===== config.mk =====
export PLATFORM = sky130hd
export DESIGN_NAME = wsd_ram
export DESIGN_NICKNAME = d
export VERILOG_FILES = /design/src/sv/wsd_ram.sv
export SDC_FILE = /design/constraint.sdc
export NUM_CORES = 1
export LEC_CHECK = 0
export ABC_CLOCK_PERIOD_IN_PS = 7500
export BUFFER_PORTS_ARGS = -buffer_cell sky130_fd_sc_hd__buf_2
export CAP_MARGIN = 5
export CORE_MARGIN = 4
export CORE_UTILIZATION = 25
export CTS_BUF_LIST = sky130_fd_sc_hd__clkbuf_8
export DETAILED_ROUTE_END_ITERATION = 6
export GPL_TIMING_DRIVEN = 0
export SLEW_MARGIN = 40
export SYNTH_ARGS = -nofsm -noshare
export SYNTH_HDL_FRONTEND = slang
export SYNTH_SLANG_ARGS = --single-unit
export TNS_END_PERCENT = 20

===== constraint.sdc =====
create_clock -name clk_i -period 7.5 [get_ports clk_i]
set_input_delay 0.75 -clock clk_i [delete_from_list [all_inputs] [get_ports clk_i]]
set_output_delay 0.75 -clock clk_i [all_outputs]
set_load 0.02 [all_outputs]

===== src/sv/wsd_ram.sv =====
`timescale 1ns / 1ps
// ----------------------------------------------------------------------------
// wsd_ram
// Simple dual-port synchronous RAM, one write and one registered read port.
// ----------------------------------------------------------------------------
module wsd_ram #(
  parameter int WIDTH = 32,
  parameter int DEPTH = 16,
  parameter int AW    = (DEPTH > 1) ? $clog2(DEPTH) : 1
) (
  input  logic             clk_i,
  input  logic             we_i,
  input  logic [AW-1:0]    waddr_i,
  input  logic [WIDTH-1:0] wdata_i,
  input  logic             re_i,
  input  logic [AW-1:0]    raddr_i,
  output logic [WIDTH-1:0] rdata_o
);

  logic [WIDTH-1:0] mem [DEPTH];
  logic [WIDTH-1:0] rdata_q;

  always_ff @(posedge clk_i) begin
    if (we_i) begin
      mem[waddr_i] <= wdata_i;
    end
  end

  always_ff @(posedge clk_i) begin
    if (re_i) begin
      rdata_q <= mem[raddr_i];
    end
  end

  assign rdata_o = rdata_q;

endmodule


==> out/qor.csv <==
metric,value,unit
reg2reg start,mem[3][22],
Post-DP Area,0.02274,mm^2
Worst Skew,0.02023,ns
"CTS clk-pin slew, worst paths",0.06,ns
core area,0.07952,mm^2
Post-Place Worst Slack,4.654,ns
FMAX,0.4619,GHz
Die Span Y,292.1,um
die width,292.1,um
gr usage total,10.72,%
Slew @ Worst Pin,0.8765,ns
hold_ws,0.4901,ns
IO Count,75,
"Distinct cells, synth",17,
final worst setup slack,5.335,ns
DR WL/cell,21.38,um
Max VDD drop,132.3,uV
hold buffers post-CTS,0,
post-synthesis cell area,0.02017,mm^2
vias per cell,4.379,
initial antenna violation count,8,
share of layout cells above drive strength 1,34.87,%
Min-Delay Startpoint,wdata_i[24],
setup bufs post-CTS,0,
Max Cap Viol,0,
arrival time at the worst endpoint,2.49,ns
grt ovf,0,
drt drc,0,
WP data required,7.82,ns
"Area growth, synth to finish",20.22,%
setup tns final,0,ns
Hold Path Sink,mem[6][24],
Clock Sink Count,544,
post-route antenna net violation count,0,
fin crit share,28.86,%
number of gates resized after CTS,0,
Slew Limit Headroom,41.57,%
LEAKAGE,0.007735,uW
minimum clock period,2.165,ns
first-pass GRT wire length,67590,um
CP startpoint,we_i,
largest net degree at the start of global routing,33,
Die ar.,0.08530,mm^2
Port Buffer Count,72,
number of fill cells,7533,
worst-path maximum fanout,7,
vias in the first global route,10138,
Max Root-Sink Buffers,3,
final hold vios,0,
via count,9467,
CP Launch Type,input pin,
RSZ-0062 raised after global routing,false,
average size of a mapped cell,24.07,um^2
Finished Cell Area,0.02425,mm^2
clk root buf,clkbuf_8,
Final GP Congestion,0.6888,
dpl hpwl,31020,um
reg-to-reg critical path endpoint,rdata_o[22],
Routed WL,46220,um
Initial Util,25.37,%
"Seq/Total Area, Yosys",80.97,%
Synth async-reset ratio,0,%
crit end category,flip-flop,
pwr/cell area,247.5,mW/mm^2
"reg-to-reg slack, setup",5.98,ns
Final setup viols,0,
H-tree lvl count,3,
First-pass DRT Iterations,5,
"Clk Latency, worst-skew pair",0.63,ns
TritonCTS clock tree,built,
ys flop type,edfxtp_1,
Yosys reg bits,544,
row count,103,
DR iter-0 viols,868,
fin nets,1092,
Worst Hold Class,in2reg,
CTS Buf Count,88,
number of flops mapped to enable cells by yosys,544,
Register-to-Register Path Depth,3,
CP Class,in2reg,
status,"finished, final reports clean",
WHS Path Cells,1,
Ys Warns,0,
Post-Synthesis Cells,838,
Slew Limit Fails,0,
Synth Net Count,881,
Pwr Total,6003,uW
==> worst max-delay path, stage by stage <==
cell	delay, ns
buf_2	0.10
nand3_1	0.30
nor3_2	0.59
buf_2	0.29
buf_2	0.24
buf_4	0.20
==> report_power, final <==
part / total (uW) / internal (uW) / switching (uW)
clock: 2230 / 1140 / 1090
sequential: 3440 / 3430 / 16.7
combinational: 334 / 131 / 203
total: 6000 / 4690 / 1310
==> cells by family (layout without fill, tap and decap cells) <==
group	Yosys count	after routing	synth area share, %
DFF	544	544	80.97
muxes	128	128	14.29
AOI/OAI and AO/OA	64	64	2.382
and+or+nand+nor	59	59	1.253
buffers and inverters	43	312	1.104
other	0	5	0
==> per-stage QoR <==
step           util, %  instances
2_1_floorplan        -        838
3_3_place_gp     27.48       1960
3_5_place_dp     28.59       2009
4_1_cts          30.48       2157
5_1_grt          30.49       2159
6_report         30.50       2162
==> cell usage after synthesis (2+ instances only) <==
| library cell | n | area share [%] |
|---|---|---|
| nand2b_1 | 2 | 0.062 |
| a22oi_1 | 64 | 2.4 |
| nand3b_1 | 2 | 0.074 |
| nand2_1 | 33 | 0.61 |
| nor2_1 | 13 | 0.24 |
| buf_2 | 4 | 0.099 |
| edfxtp_1 | 544 | 81 |
| buf_6 | 2 | 0.11 |
| nor2b_1 | 2 | 0.062 |
| buf_4 | 11 | 0.41 |
| buf_1 | 9 | 0.17 |
| mux4_2 | 128 | 14 |
| nor3_1 | 4 | 0.099 |
| clkbuf_1 | 17 | 0.32 |
==> area by class of cell <==
class | instances | area (um^2) | area share, %
diodes | 5 | 12.51 | 0.05159
plain buffers | 43 | 226.5 | 0.9338
clock buffers | 90 | 1239 | 5.107
clock inverters | 58 | 264.0 | 1.089
multi-input cells | 251 | 3726 | 15.36
flip-flops and latches | 544 | 16340 | 67.35
well taps | 1050 | 1314 | 5.417
repair buffers | 121 | 1136 | 4.684
==> metal layers <==
layer | wire [um] | global-route usage, % | vias to the layer above
met2 | 22230 | 17.12 | 292
met5 | 47 | 0 | -
li1 | - | - | 4045
met3 | 3382 | 3.103 | 65
met4 | 729 | 2.839 | 6
met1 | 19830 | 14.42 | 5059
==> worst max path at each step <==
stage / to / slack, ns / cells after the start
2_1_floorplan: mem[0][0] / 3.57 / 2
3_3_place_gp: mem[8][0] / 0.98 / 3
3_5_place_dp: rdata_o[9] / 4.65 / 5
4_1_cts: rdata_o[9] / 5.35 / 5
5_1_grt: mem[12][6] / 5.25 / 6
6_report: mem[12][6] / 5.34 / 6
==> state kept, by name (all words and copies together) (netlist names) <==
name	count
mem	512
rdata_o	32
==> cell usage in the layout, fill, tap and decap left out <==
| master | netlist | routed |
|---|---|---|
| nor2b_1 | 2 | 2 |
| nand3_1 | 1 | 1 |
| or3b_2 | 1 | 1 |
| clkinv_1 | 0 | 20 |
| buf_1 | 9 | 7 |
| nand3b_1 | 2 | 2 |
| and2_1 | 1 | 1 |
| buf_6 | 2 | 2 |
| buf_16 | 0 | 20 |
| buf_4 | 11 | 27 |
| nand2b_1 | 2 | 2 |
| clkbuf_2 | 0 | 2 |
| a22oi_1 | 64 | 64 |
| inv_1 | 0 | 28 |
| buf_8 | 0 | 4 |
| diode_2 | 0 | 5 |
| nor2_4 | 0 | 12 |
| nor3_2 | 0 | 4 |
| buf_2 | 4 | 86 |
| nor2_1 | 13 | 1 |
| clkbuf_1 | 17 | 16 |
| mux4_2 | 128 | 128 |
| clkinvlp_4 | 0 | 2 |
| clkbuf_8 | 0 | 90 |
| nand2_1 | 33 | 33 |
| edfxtp_1 | 544 | 544 |
| bufinv_16 | 0 | 1 |
| inv_6 | 0 | 1 |
| clkinv_2 | 0 | 6 |
Power figures use the tool's default switching activity.
