===== config.mk =====
export PLATFORM = sky130hd
export DESIGN_NAME = wsd_ctrl
export DESIGN_NICKNAME = d
export VERILOG_FILES = /design/src/sv/wsd_pkg.sv /design/src/sv/wsd_ctrl.sv
export SDC_FILE = /design/constraint.sdc
export NUM_CORES = 1
export LEC_CHECK = 0
export BUFFER_PORTS_ARGS = -buffer_cell sky130_fd_sc_hd__buf_2
export CAP_MARGIN = 20
export CELL_PAD_IN_SITES_DETAIL_PLACEMENT = 2
export CELL_PAD_IN_SITES_GLOBAL_PLACEMENT = 2
export CORE_ASPECT_RATIO = 2
export CORE_UTILIZATION = 32
export CTS_CLUSTER_DIAMETER = 30
export CTS_CLUSTER_SIZE = 25
export DETAILED_ROUTE_END_ITERATION = 10
export PLACE_DENSITY_LB_ADDON = 0.1
export SKIP_CTS_REPAIR_TIMING = 1
export SYNTH_ARGS = -nofsm -noshare
export SYNTH_HDL_FRONTEND = slang
export SYNTH_SLANG_ARGS = --single-unit

===== constraint.sdc =====
create_clock -name clk_i -period 9.88 [get_ports clk_i]
set_input_delay 2.47 -clock clk_i [delete_from_list [all_inputs] [get_ports clk_i]]
set_output_delay 2.47 -clock clk_i [all_outputs]
set_load 0.05 [all_outputs]

===== src/sv/wsd_pkg.sv =====
`timescale 1ns / 1ps
// ----------------------------------------------------------------------------
// wsd_pkg
// Types, sizes and codes shared by the task deque bank modules.
// ----------------------------------------------------------------------------
package wsd_pkg;

  // Bank geometry
  localparam int NUM_QUEUES = 16;
  localparam int LOG_DEPTH  = 7;
  localparam int TASK_WIDTH = 32;

  localparam int QADDR_W  = (NUM_QUEUES > 1) ? $clog2(NUM_QUEUES) : 1;
  localparam int CNT_W    = LOG_DEPTH + 1;
  localparam int STORE_AW = QADDR_W + LOG_DEPTH;
  localparam int STORE_DEPTH = NUM_QUEUES * (1 << LOG_DEPTH);

  // Interface field widths
  localparam int OP_W       = 2;
  localparam int QIDX_W     = 4;
  localparam int TASK_IN_W  = 32;
  localparam int STATUS_W   = 2;
  localparam int TASK_OUT_W = 32;
  localparam int ACTQ_W     = 5;

  localparam int S_FIELDS_W = OP_W + QIDX_W + TASK_IN_W;
  localparam int M_FIELDS_W = STATUS_W + 1 + TASK_OUT_W;
  localparam int S_TDATA_W  = ((S_FIELDS_W + 7) / 8) * 8;
  localparam int M_TDATA_W  = ((M_FIELDS_W + 7) / 8) * 8;

  localparam logic [ACTQ_W-1:0] ACTQ_RESET = ACTQ_W'(1);

  typedef enum logic [OP_W-1:0] {
    OP_PUSH  = 2'd0,
    OP_TAKE  = 2'd1,
    OP_STEAL = 2'd2,
    OP_NOP   = 2'd3
  } op_e;

  typedef enum logic [STATUS_W-1:0] {
    ST_OK    = 2'd0,
    ST_EMPTY = 2'd1,
    ST_FULL  = 2'd2,
    ST_BADQ  = 2'd3
  } status_e;

  typedef enum logic [1:0] {
    S_IDLE,
    S_LOOKUP,
    S_FETCH,
    S_DELIVER
  } ctrl_state_e;

  typedef struct packed {
    op_e                   op;
    logic [QIDX_W-1:0]     qidx;
    logic [TASK_IN_W-1:0]  task_in;
  } req_t;

  typedef struct packed {
    status_e               status;
    logic                  task_valid;
    logic [TASK_OUT_W-1:0] task_out;
  } res_t;

  typedef struct packed {
    logic [CNT_W-1:0] top;
    logic [CNT_W-1:0] bottom;
  } ptr_t;

  typedef struct packed {
    logic               we;
    logic [QADDR_W-1:0] addr;
    ptr_t               data;
  } ptr_wr_t;

  typedef struct packed {
    logic               re;
    logic [QADDR_W-1:0] addr;
  } ptr_rd_t;

  typedef struct packed {
    logic                  we;
    logic [STORE_AW-1:0]   addr;
    logic [TASK_WIDTH-1:0] data;
  } st_wr_t;

  typedef struct packed {
    logic                re;
    logic [STORE_AW-1:0] addr;
  } st_rd_t;

endpackage


===== src/sv/wsd_ctrl.sv =====
`timescale 1ns / 1ps
// ----------------------------------------------------------------------------
// wsd_ctrl
// Request sequencer: pointer read-modify-write and task store access.
// ----------------------------------------------------------------------------
module wsd_ctrl (
  input  logic                      clk_i,
  input  logic                      rst_ni,
  input  logic                      req_valid_i,
  output logic                      req_ready_o,
  input  wsd_pkg::req_t             req_i,
  input  logic [wsd_pkg::ACTQ_W-1:0] active_queues_i,
  output logic                      res_valid_o,
  input  logic                      res_ready_i,
  output wsd_pkg::res_t             res_o,
  output wsd_pkg::ptr_rd_t          ptr_rd_o,
  output wsd_pkg::ptr_wr_t          ptr_wr_o,
  input  wsd_pkg::ptr_t             ptr_rdata_i,
  output wsd_pkg::st_rd_t           st_rd_o,
  output wsd_pkg::st_wr_t           st_wr_o,
  input  logic [wsd_pkg::TASK_WIDTH-1:0] st_rdata_i
);

  wsd_pkg::ctrl_state_e state_q, state_d;
  wsd_pkg::req_t        req_q, req_d;
  wsd_pkg::status_e     res_status_q, res_status_d;
  logic                 res_tvalid_q, res_tvalid_d;
  logic [wsd_pkg::TASK_OUT_W-1:0] res_task_q, res_task_d;

  // Pointer entries count as zero until their first write.
  logic [wsd_pkg::NUM_QUEUES-1:0] ptr_vld_q;

  wsd_pkg::ptr_rd_t ptr_rd;
  wsd_pkg::ptr_wr_t ptr_wr;
  wsd_pkg::st_rd_t  st_rd;
  wsd_pkg::st_wr_t  st_wr;

  logic [wsd_pkg::QADDR_W-1:0] qa_q;
  wsd_pkg::ptr_t               ptr_cur;
  logic [wsd_pkg::CNT_W-1:0]   occ;
  logic [wsd_pkg::CNT_W-1:0]   bot_dec;
  logic                        bad_q;
  logic                        is_full;
  logic                        is_empty;

  assign qa_q     = wsd_pkg::QADDR_W'(req_q.qidx);
  assign ptr_cur  = ptr_vld_q[qa_q] ? ptr_rdata_i : '0;
  assign occ      = ptr_cur.bottom - ptr_cur.top;
  assign bot_dec  = ptr_cur.bottom - wsd_pkg::CNT_W'(1);
  assign is_full  = occ[wsd_pkg::CNT_W-1];
  assign is_empty = (occ == '0);
  assign bad_q    = ({{(32-wsd_pkg::ACTQ_W){1'b0}}, (wsd_pkg::ACTQ_W)'(req_q.qidx)}
                      >= {{(32-wsd_pkg::ACTQ_W){1'b0}}, active_queues_i})
                 || ({{(32-wsd_pkg::QIDX_W){1'b0}}, req_q.qidx} >= 32'(wsd_pkg::NUM_QUEUES));

  always_ff @(posedge clk_i or negedge rst_ni) begin
    if (!rst_ni) begin
      state_q   <= wsd_pkg::S_IDLE;
      ptr_vld_q <= '0;
    end else begin
      state_q <= state_d;
      if (ptr_wr.we) begin
        ptr_vld_q[ptr_wr.addr] <= 1'b1;
      end
    end
  end

  always_ff @(posedge clk_i) begin
    req_q        <= req_d;
    res_status_q <= res_status_d;
    res_tvalid_q <= res_tvalid_d;
    res_task_q   <= res_task_d;
  end

  always_comb begin
    state_d      = state_q;
    req_d        = req_q;
    res_status_d = res_status_q;
    res_tvalid_d = res_tvalid_q;
    res_task_d   = res_task_q;
    ptr_rd       = '0;
    ptr_wr       = '0;
    st_rd        = '0;
    st_wr        = '0;
    req_ready_o  = 1'b0;
    res_valid_o  = 1'b0;

    case (state_q)
      wsd_pkg::S_IDLE: begin
        req_ready_o = 1'b1;
        if (req_valid_i) begin
          req_d       = req_i;
          ptr_rd.re   = 1'b1;
          ptr_rd.addr = wsd_pkg::QADDR_W'(req_i.qidx);
          state_d     = wsd_pkg::S_LOOKUP;
        end
      end

      wsd_pkg::S_LOOKUP: begin
        res_status_d = wsd_pkg::ST_OK;
        res_tvalid_d = 1'b0;
        res_task_d   = '0;
        ptr_wr.addr  = qa_q;
        ptr_wr.data  = ptr_cur;
        state_d      = wsd_pkg::S_DELIVER;
        if (bad_q) begin
          res_status_d = wsd_pkg::ST_BADQ;
        end else begin
          case (req_q.op)
            wsd_pkg::OP_PUSH: begin
              if (is_full) begin
                res_status_d = wsd_pkg::ST_FULL;
              end else begin
                st_wr.we    = 1'b1;
                st_wr.addr  = {qa_q, ptr_cur.bottom[wsd_pkg::LOG_DEPTH-1:0]};
                st_wr.data  = wsd_pkg::TASK_WIDTH'(req_q.task_in);
                ptr_wr.we   = 1'b1;
                ptr_wr.data.bottom = ptr_cur.bottom + wsd_pkg::CNT_W'(1);
              end
            end
            wsd_pkg::OP_TAKE: begin
              if (is_empty) begin
                res_status_d = wsd_pkg::ST_EMPTY;
              end else begin
                ptr_wr.we          = 1'b1;
                ptr_wr.data.bottom = bot_dec;
                st_rd.re           = 1'b1;
                st_rd.addr         = {qa_q, bot_dec[wsd_pkg::LOG_DEPTH-1:0]};
                res_tvalid_d       = 1'b1;
                state_d            = wsd_pkg::S_FETCH;
              end
            end
            wsd_pkg::OP_STEAL: begin
              if (is_empty) begin
                res_status_d = wsd_pkg::ST_EMPTY;
              end else begin
                ptr_wr.we       = 1'b1;
                ptr_wr.data.top = ptr_cur.top + wsd_pkg::CNT_W'(1);
                st_rd.re        = 1'b1;
                st_rd.addr      = {qa_q, ptr_cur.top[wsd_pkg::LOG_DEPTH-1:0]};
                res_tvalid_d    = 1'b1;
                state_d         = wsd_pkg::S_FETCH;
              end
            end
            wsd_pkg::OP_NOP: begin
              res_status_d = wsd_pkg::ST_OK;
            end
            default: begin
              res_status_d = wsd_pkg::ST_OK;
            end
          endcase
        end
      end

      wsd_pkg::S_FETCH: begin
        res_task_d = wsd_pkg::TASK_OUT_W'(st_rdata_i);
        state_d    = wsd_pkg::S_DELIVER;
      end

      wsd_pkg::S_DELIVER: begin
        res_valid_o = 1'b1;
        if (res_ready_i) begin
          state_d = wsd_pkg::S_IDLE;
        end
      end

      default: begin
        state_d = wsd_pkg::S_IDLE;
      end
    endcase
  end

  assign res_o    = '{status: res_status_q, task_valid: res_tvalid_q, task_out: res_task_q};
  assign ptr_rd_o = ptr_rd;
  assign ptr_wr_o = ptr_wr;
  assign st_rd_o  = st_rd;
  assign st_wr_o  = st_wr;

endmodule


==> run_results.csv, run 1 <==
group,metric,value,unit
global_routing,antenna_found_initial,1,
worst_hold_path,hold_path.class,"register to register",
setup_path,reg2reg_slack,4.06,ns
synth,synthesis.area,0.00529,mm²
outcome,outcome,"complete, no violations",
synth,yosysTopAreaCellShare,0.415,
global_routing,grt_first_pass_wirelength,28.6,mm
final_layout,fin_cells,905,
floorplan,rows,66,
clock_network,path_clk_slew,0.06,ns
synth,synthCells,493,
detailed_routing,first_iter_violations,106,
final_layout,layout.nets,817,
synth,synth_edf_count,73,
power_and_ir_drop,ir_drop,0.172,mV
clock_network,clk-insertion-delay-late,0.35,ns
sta,max_freq,114,MHz
sta,tightest_slew,1.05,ns
place,place_ws,1.12,ns
job,max_cap_viol_count,0,
synth,synth_seq_cells,91,
sta,finClkSkew,0.00748,ns
synth,synth-seq-area-share,0.500,
clock_network,cts_tree,"built",
sta,fin_worst_hold_slack,0.467,ns
synth,ys.warnings.count,0,
setup_path,worstPathArrival,6.29,ns
setup_path,crit_fanout,9,
clock_network,clkSinkCount,91,
setup_path,required,7.41,ns
floorplan,fp.dieH,184,µm
detailed_routing,viasPerCell,5.19,
setup_path,crit_path_end_kind,"output pin",
global_routing,grt_pass1_vias,5333,
power_and_ir_drop,p_leak,3.18,nW
sta,slew_headroom,0.288,
detailed_routing,ant_nets,0,
place,hpwlAfterDp,15.5,mm
setup_path,path_class,"input port to output pin",
sta,finalSetupViolCount,0,
synth,avgSynthCellArea,10.7,µm²
sta,fin_ws,1.12,ns
place,gp_congestion,0.841,
setup_path,startpoint_type,"input port",
floorplan,start_util,0.327,
clock_network,clockBufferDepth,2,
place,place_inst,889,
detailed_routing,drt_first_pass_iters,4,
synth,synthFlopType,"edfxtp_1",
global_routing,grt_usage,0.228,
final_layout,drive_above_1_share,0.363,
synth,synth_cell_types,60,
sta,rsz0062_at_grt,"no",
synth,synth_nets,614,
floorplan,ios,214,
clock_network,cts_root_buf,"clkbuf_16",
synth,yosys-top-cells-area,"edfxtp_1, and2_1, dfrtp_1",
sta,tns,0,ns
detailed_routing,drc,0,
floorplan,core,0.0162,mm²
detailed_routing,avgRoutedWirePerCell,21.4,µm
global_routing,grt_overflow,0,
synth,synth.most_common_cell,"and2_1",
synth,ys_async_sr_fraction,0.198,
clock_network,cts_made_buffers,9,
place,io_buffers,213,
power_and_ir_drop,powerDensity,324,mW/mm²
detailed_routing,drt-total-wl,19.4,mm
detailed_routing,num_vias,4699,
floorplan,dieArea,0.0171,mm²
sta,maxSlewViolCount,0,
sta,period_minus_slack,8.76,ns
clock_network,cts_max_level,3,
synth,synth_top_area_cell,"edfxtp_1",
synth,synthTopCellsByCount,"and2_1, edfxtp_1, nand2_1",
floorplan,die_w,92.9,µm
final_layout,area_growth,28.9,%
sta,hold_viol,0,
final_layout,fillCellCount,1837,
global_routing,grt_max_degree,41,
sta,fin_crit_sh,0.887,
[per-layer routing]
metal / vias up / share of wire / track usage
li1: 2172 / - / -
met1: 2279 / 0.31 / 0.190
met2: 191 / 0.57 / 0.449
met3: 57 / 0.052 / 0.0447
met4: 0 / 0.071 / 0.170
met5: - / 0 / 0
[logic make-up after synthesis]
| family | share of synthesized area |
|---|---|
| xor gates and xnor gates | 0.0182 |
| AOI/OAI and AO/OA | 0.123 |
| DFF | 0.500 |
| adders and majority gates | 0.0615 |
| muxes | 0.0353 |
| and+or+nand+nor | 0.220 |
| buffers and inverters | 0.0416 |
[where the power goes]
part / total (W) / switching (W) / internal (W) / leakage (nW)
registers: 0.000639 / 0.0000487 / 0.000590 / 0.947
logic: 0.00123 / 0.000924 / 0.000307 / 2.09
clock network: 0.000336 / 0.000143 / 0.000193 / 0.142
total: 0.00221 / 0.00112 / 0.00109 / 3.18
[final cells by class]
cell class	count	area [µm²]	area share
sequential	91	2640	0.388
multi-input combinational	352	2430	0.356
timing repair buffer	221	1130	0.165
tap	204	255	0.0375
clock buffer	9	225	0.0331
inverter	21	78.8	0.0116
clock inverter	6	57.6	0.00845
antenna	1	2.50	0.000367
[layout by cell type, fill, tap and decap left out, types with 9 or more instances in the layout]
cell type  instances
and2_1            84
a21oi_1           18
edfxtp_1          73
clkbuf_16          9
buf_2            213
nand2_1           41
nor2_1            31
and3_1            12
dfrtp_1           18
ha_1              26
inv_1             19
a31o_1            13
nand3_1           18
[sequential cells by signal, summed over array words and instances, names as in the netlist]
| name | flops |
|---|---|
| res_status_q | 2 |
| req_q | 34 |
| res_task_q | 32 |
| qa_q | 4 |
| res_tvalid_q | 1 |
| state_q | 2 |
| ptr_vld_q | 16 |
[through the flow]
step / power [W] / area (µm²) / util
after detailed placement: 0.00188 / 6530 / 0.403
final: 0.00221 / 6810 / 0.421
after floorplan: 0.00155 / 5290 / -
after CTS: 0.00223 / 6810 / 0.421
after global routing: 0.00231 / 6810 / 0.421
after global placement: 0.00184 / 6530 / 0.403
[final timing paths]
path	start	endpoint	cells past startpoint
max	ptr_rdata_i[4]	ptr_wr_o[0]	17
min	ptr_vld_q[11]$_DFFE_PN0P_	ptr_vld_q[11]$_DFFE_PN0P_	1
max reg2reg	qa_q[1]$_DFFE_PP_	ptr_vld_q[1]$_DFFE_PN0P_	16
min reg2reg	ptr_vld_q[11]$_DFFE_PN0P_	ptr_vld_q[11]$_DFFE_PN0P_	1
max in group asynchronous	rst_ni	state_q[0]$_DFFE_PN0P_	1
min in group asynchronous	rst_ni	ptr_vld_q[1]$_DFFE_PN0P_	1
[worst max-delay path, stage by stage]
cell      delay [ns]
buf_2           0.14
nand2_1         0.13
inv_1           0.28
ha_1            0.31
and2_1          0.20
a221oi_1        0.41
a21o_1          0.28
nand4_2         0.19
a211oi_2        0.74
inv_1           0.15
ha_1            0.31
inv_1           0.03
a22oi_1         0.17
nor2_1          0.06
a21oi_1         0.13
nor2_1          0.05
buf_2           0.23
No activity file was read; power rests on OpenSTA's default activity.
==> inputs of run 2 (changes only) <==
--- a/config.mk
+++ b/config.mk
@@ -10,11 +10,13 @@
 export CELL_PAD_IN_SITES_DETAIL_PLACEMENT = 2
 export CELL_PAD_IN_SITES_GLOBAL_PLACEMENT = 2
 export CORE_ASPECT_RATIO = 2
+export CORE_MARGIN = 2
 export CORE_UTILIZATION = 32
 export CTS_CLUSTER_DIAMETER = 30
 export CTS_CLUSTER_SIZE = 25
 export DETAILED_ROUTE_END_ITERATION = 10
 export PLACE_DENSITY_LB_ADDON = 0.1
+export RECOVER_POWER = 100
 export SKIP_CTS_REPAIR_TIMING = 1
 export SYNTH_ARGS = -nofsm -noshare
 export SYNTH_HDL_FRONTEND = slang
==> run 2 against run 1 <==
  * The flow now finishes with violations (capacitance limit, slew limit)
  * Total power shrank 3.1%
  * Sequential power grew 1%
  * Non-clock buffer count grew 2
  * Global-route usage shrank 0.10 points
  * Sequential cell count is the same
  * Wire length grew 0.21%
  * Setup slack lost 0.37 ns
  * Critical path depth shrank 3
  * Sequential share of layout area grew 1.0 points
==> run_results.csv, run 2 (same netlist as run 1, synthesis figures left out) <==
group,metric,value,unit
outcome,outcome,"finished with violations",
outcome,violations,"capacitance limit, slew limit",
sta,period_minus_slack,9.13,ns
setup_path,max_stage_delay,0.75,ns
sta,finClkSkew,0.00648,ns
setup_path,r2r_cells,17,
clock_network,clockBufferDepth,2,
floorplan,die_w,94.9,µm
power_and_ir_drop,intPower,0.00103,W
sta,tns,0,ns
floorplan,fp.dieH,186,µm
sta,hold_viol,0,
setup_path,reg2reg_slack,4.05,ns
final_layout,fillCellCount,1876,
final_layout,most-common-layout-cells,"clkbuf_1, buf_2, edfxtp_1",
sta,tightest_slew,2.09,ns
setup_path,critPathTopFamily,"buffers and inverters",
sta,fin_crit_sh,0.924,
power_and_ir_drop,p_leak,2.69,nW
setup_path,cp_slowest_cell,"a211oi_2",
floorplan,ios,214,
setup_path,required,7.41,ns
clock_network,cts_root_buf,"clkbuf_16",
clock_network,cts_tree,"built",
sta,rsz0062_at_grt,"no",
setup_path,setup.worst_path.start,"ptr_rdata_i[4]",
final_layout,drive_above_1_share,0.187,
power_and_ir_drop,clkPwrFrac,0.143,
clock_network,path_clk_slew,0.06,ns
floorplan,rows,66,
setup_path,startpoint_type,"input port",
job,max_cap_viol_count,2,
setup_path,path_cells,"clkbuf_1, nand2_1, inv_1, ha_1, and2_0, a221oi_1, a21o_1, nand4_1, a211oi_2, clkbuf_1, nand2b_1, a211oi_4, buf_4, clkbuf_1",
setup_path,crit_path_end_kind,"output pin",
setup_path,worstPathArrival,6.66,ns
worst_hold_path,hold_path.class,"register to register",
detailed_routing,drc,0,
floorplan,start_util,0.327,
power_and_ir_drop,powerDensity,322,mW/mm²
setup_path,r2r-end,"ptr_vld_q[2]$_DFFE_PN0P_",
sta,max_freq,109,MHz
global_routing,grt_max_degree,40,
detailed_routing,avgRoutedWirePerCell,21.4,µm
detailed_routing,num_vias,4691,
setup_path,worst-path-stages,14,
global_routing,grt_first_pass_wirelength,29.3,mm
final_layout,layout.nets,819,
power_and_ir_drop,ir_drop,0.180,mV
place,io_buffers,213,
floorplan,dieArea,0.0176,mm²
setup_path,path_class,"input port to output pin",
detailed_routing,ant_nets,0,
setup_path,cp_common_cell,"clkbuf_1",
power_and_ir_drop,p_seq_frac,0.303,
setup_path,path_buf_inv,5,
floorplan,core,0.0162,mm²
final_layout,multi_input_area,0.00242,mm²
detailed_routing,viasPerCell,5.17,
final_layout,seqCellArea,0.00264,mm²
clock_network,clkSinkCount,91,
final_layout,reg_top3,"req_q: 34 flops, res_task_q: 32 flops, ptr_vld_q: 16 flops",
final_layout,area_growth,25.5,%
power_and_ir_drop,swShare,0.519,
clock_network,cts_max_level,3,
global_routing,grt_pass1_vias,5223,
setup_path,crit_fanout,17,
final_layout,layout_commonest_cell,"clkbuf_1",
sta,slew_headroom,-0.394,
global_routing,grt_overflow,0,
clock_network,clk-insertion-delay-late,0.34,ns
setup_path,critical_path.endpoint,"ptr_wr_o[20]",
sta,fin_worst_hold_slack,0.462,ns
worst_hold_path,hold_depth,1,
setup_path,rr_startpoint,"qa_q[1]$_DFFE_PP_",
global_routing,antenna_found_initial,2,
sta,finalSetupViolCount,0,
power_and_ir_drop,combPwrFrac,0.555,
detailed_routing,drt-total-wl,19.4,mm
sta,maxSlewViolCount,73,
final_layout,largest_register_ffs,34,
clock_network,cts_made_buffers,9,
place,hpwlAfterDp,15.8,mm
final_layout,top_register,"req_q",
place,gp_congestion,0.865,
detailed_routing,drt_first_pass_iters,4,
detailed_routing,first_iter_violations,131,
global_routing,grt_usage,0.227,
power_and_ir_drop,power_switching,0.00111,W
run 2: cell count changes in the layout (fill, tap and decap cells not counted), sizes merged:
cell | previous run | this run
bufinv | 1 | 0
buf | 221 | 103
clkbuf | 9 | 129
diode | 1 | 2
clkinvlp | 0 | 1
run 2: how the worst min path moves through the flow:
stage	start	end
after CTS	ptr_vld_q[9]$_DFFE_PN0P_	ptr_vld_q[9]$_DFFE_PN0P_
after detailed placement	ptr_vld_q[9]$_DFFE_PN0P_	ptr_vld_q[9]$_DFFE_PN0P_
after floorplan	ptr_vld_q[10]$_DFFE_PN0P_	ptr_vld_q[10]$_DFFE_PN0P_
after global routing	ptr_vld_q[12]$_DFFE_PN0P_	ptr_vld_q[12]$_DFFE_PN0P_
final	ptr_vld_q[15]$_DFFE_PN0P_	ptr_vld_q[15]$_DFFE_PN0P_
after global placement	ptr_vld_q[10]$_DFFE_PN0P_	ptr_vld_q[10]$_DFFE_PN0P_
run 2: power groups by stage:
stage               Clock [W]  Sequential, W  Combinational [W]
CTS                  0.000314       0.000640            0.00125
global route         0.000327       0.000663            0.00127
floorplan                   0       0.000879           0.000666
global placement            0       0.000636            0.00121
finish               0.000305       0.000647            0.00119
detailed placement          0       0.000645            0.00124
run 2: metal layers:
metal | global-route usage | wire length [µm] | up-vias
met4 | 0.123 | 929 | 0
met3 | 0.0441 | 893 | 34
li1 | - | - | 2177
met1 | 0.210 | 6170 | 2319
met2 | 0.444 | 11400 | 161
met5 | 0 | 0 | -
run 2: stage by stage:
step | util | worst slack [ns] | instance area (µm²) | power (W) | std cells
global route | 0.410 | 0.472 | 6640 | 0.00226 | 907
floorplan | - | 1.48 | 5290 | 0.00155 | 493
CTS | 0.420 | 1.18 | 6800 | 0.00220 | 906
finish | 0.410 | 0.746 | 6640 | 0.00214 | 908
detailed placement | 0.404 | 1.19 | 6540 | 0.00189 | 891
global placement | 0.404 | 1.34 | 6540 | 0.00185 | 891
run 2: cell type report:
| class | instances | share of cell area |
|---|---|---|
| inverter | 21 | 0.0119 |
| sequential | 91 | 0.398 |
| multi-input combinational | 352 | 0.364 |
| tap | 204 | 0.0385 |
| clock inverter | 6 | 0.00509 |
| antenna | 2 | 0.000754 |
| timing repair buffer | 223 | 0.148 |
| clock buffer | 9 | 0.0339 |
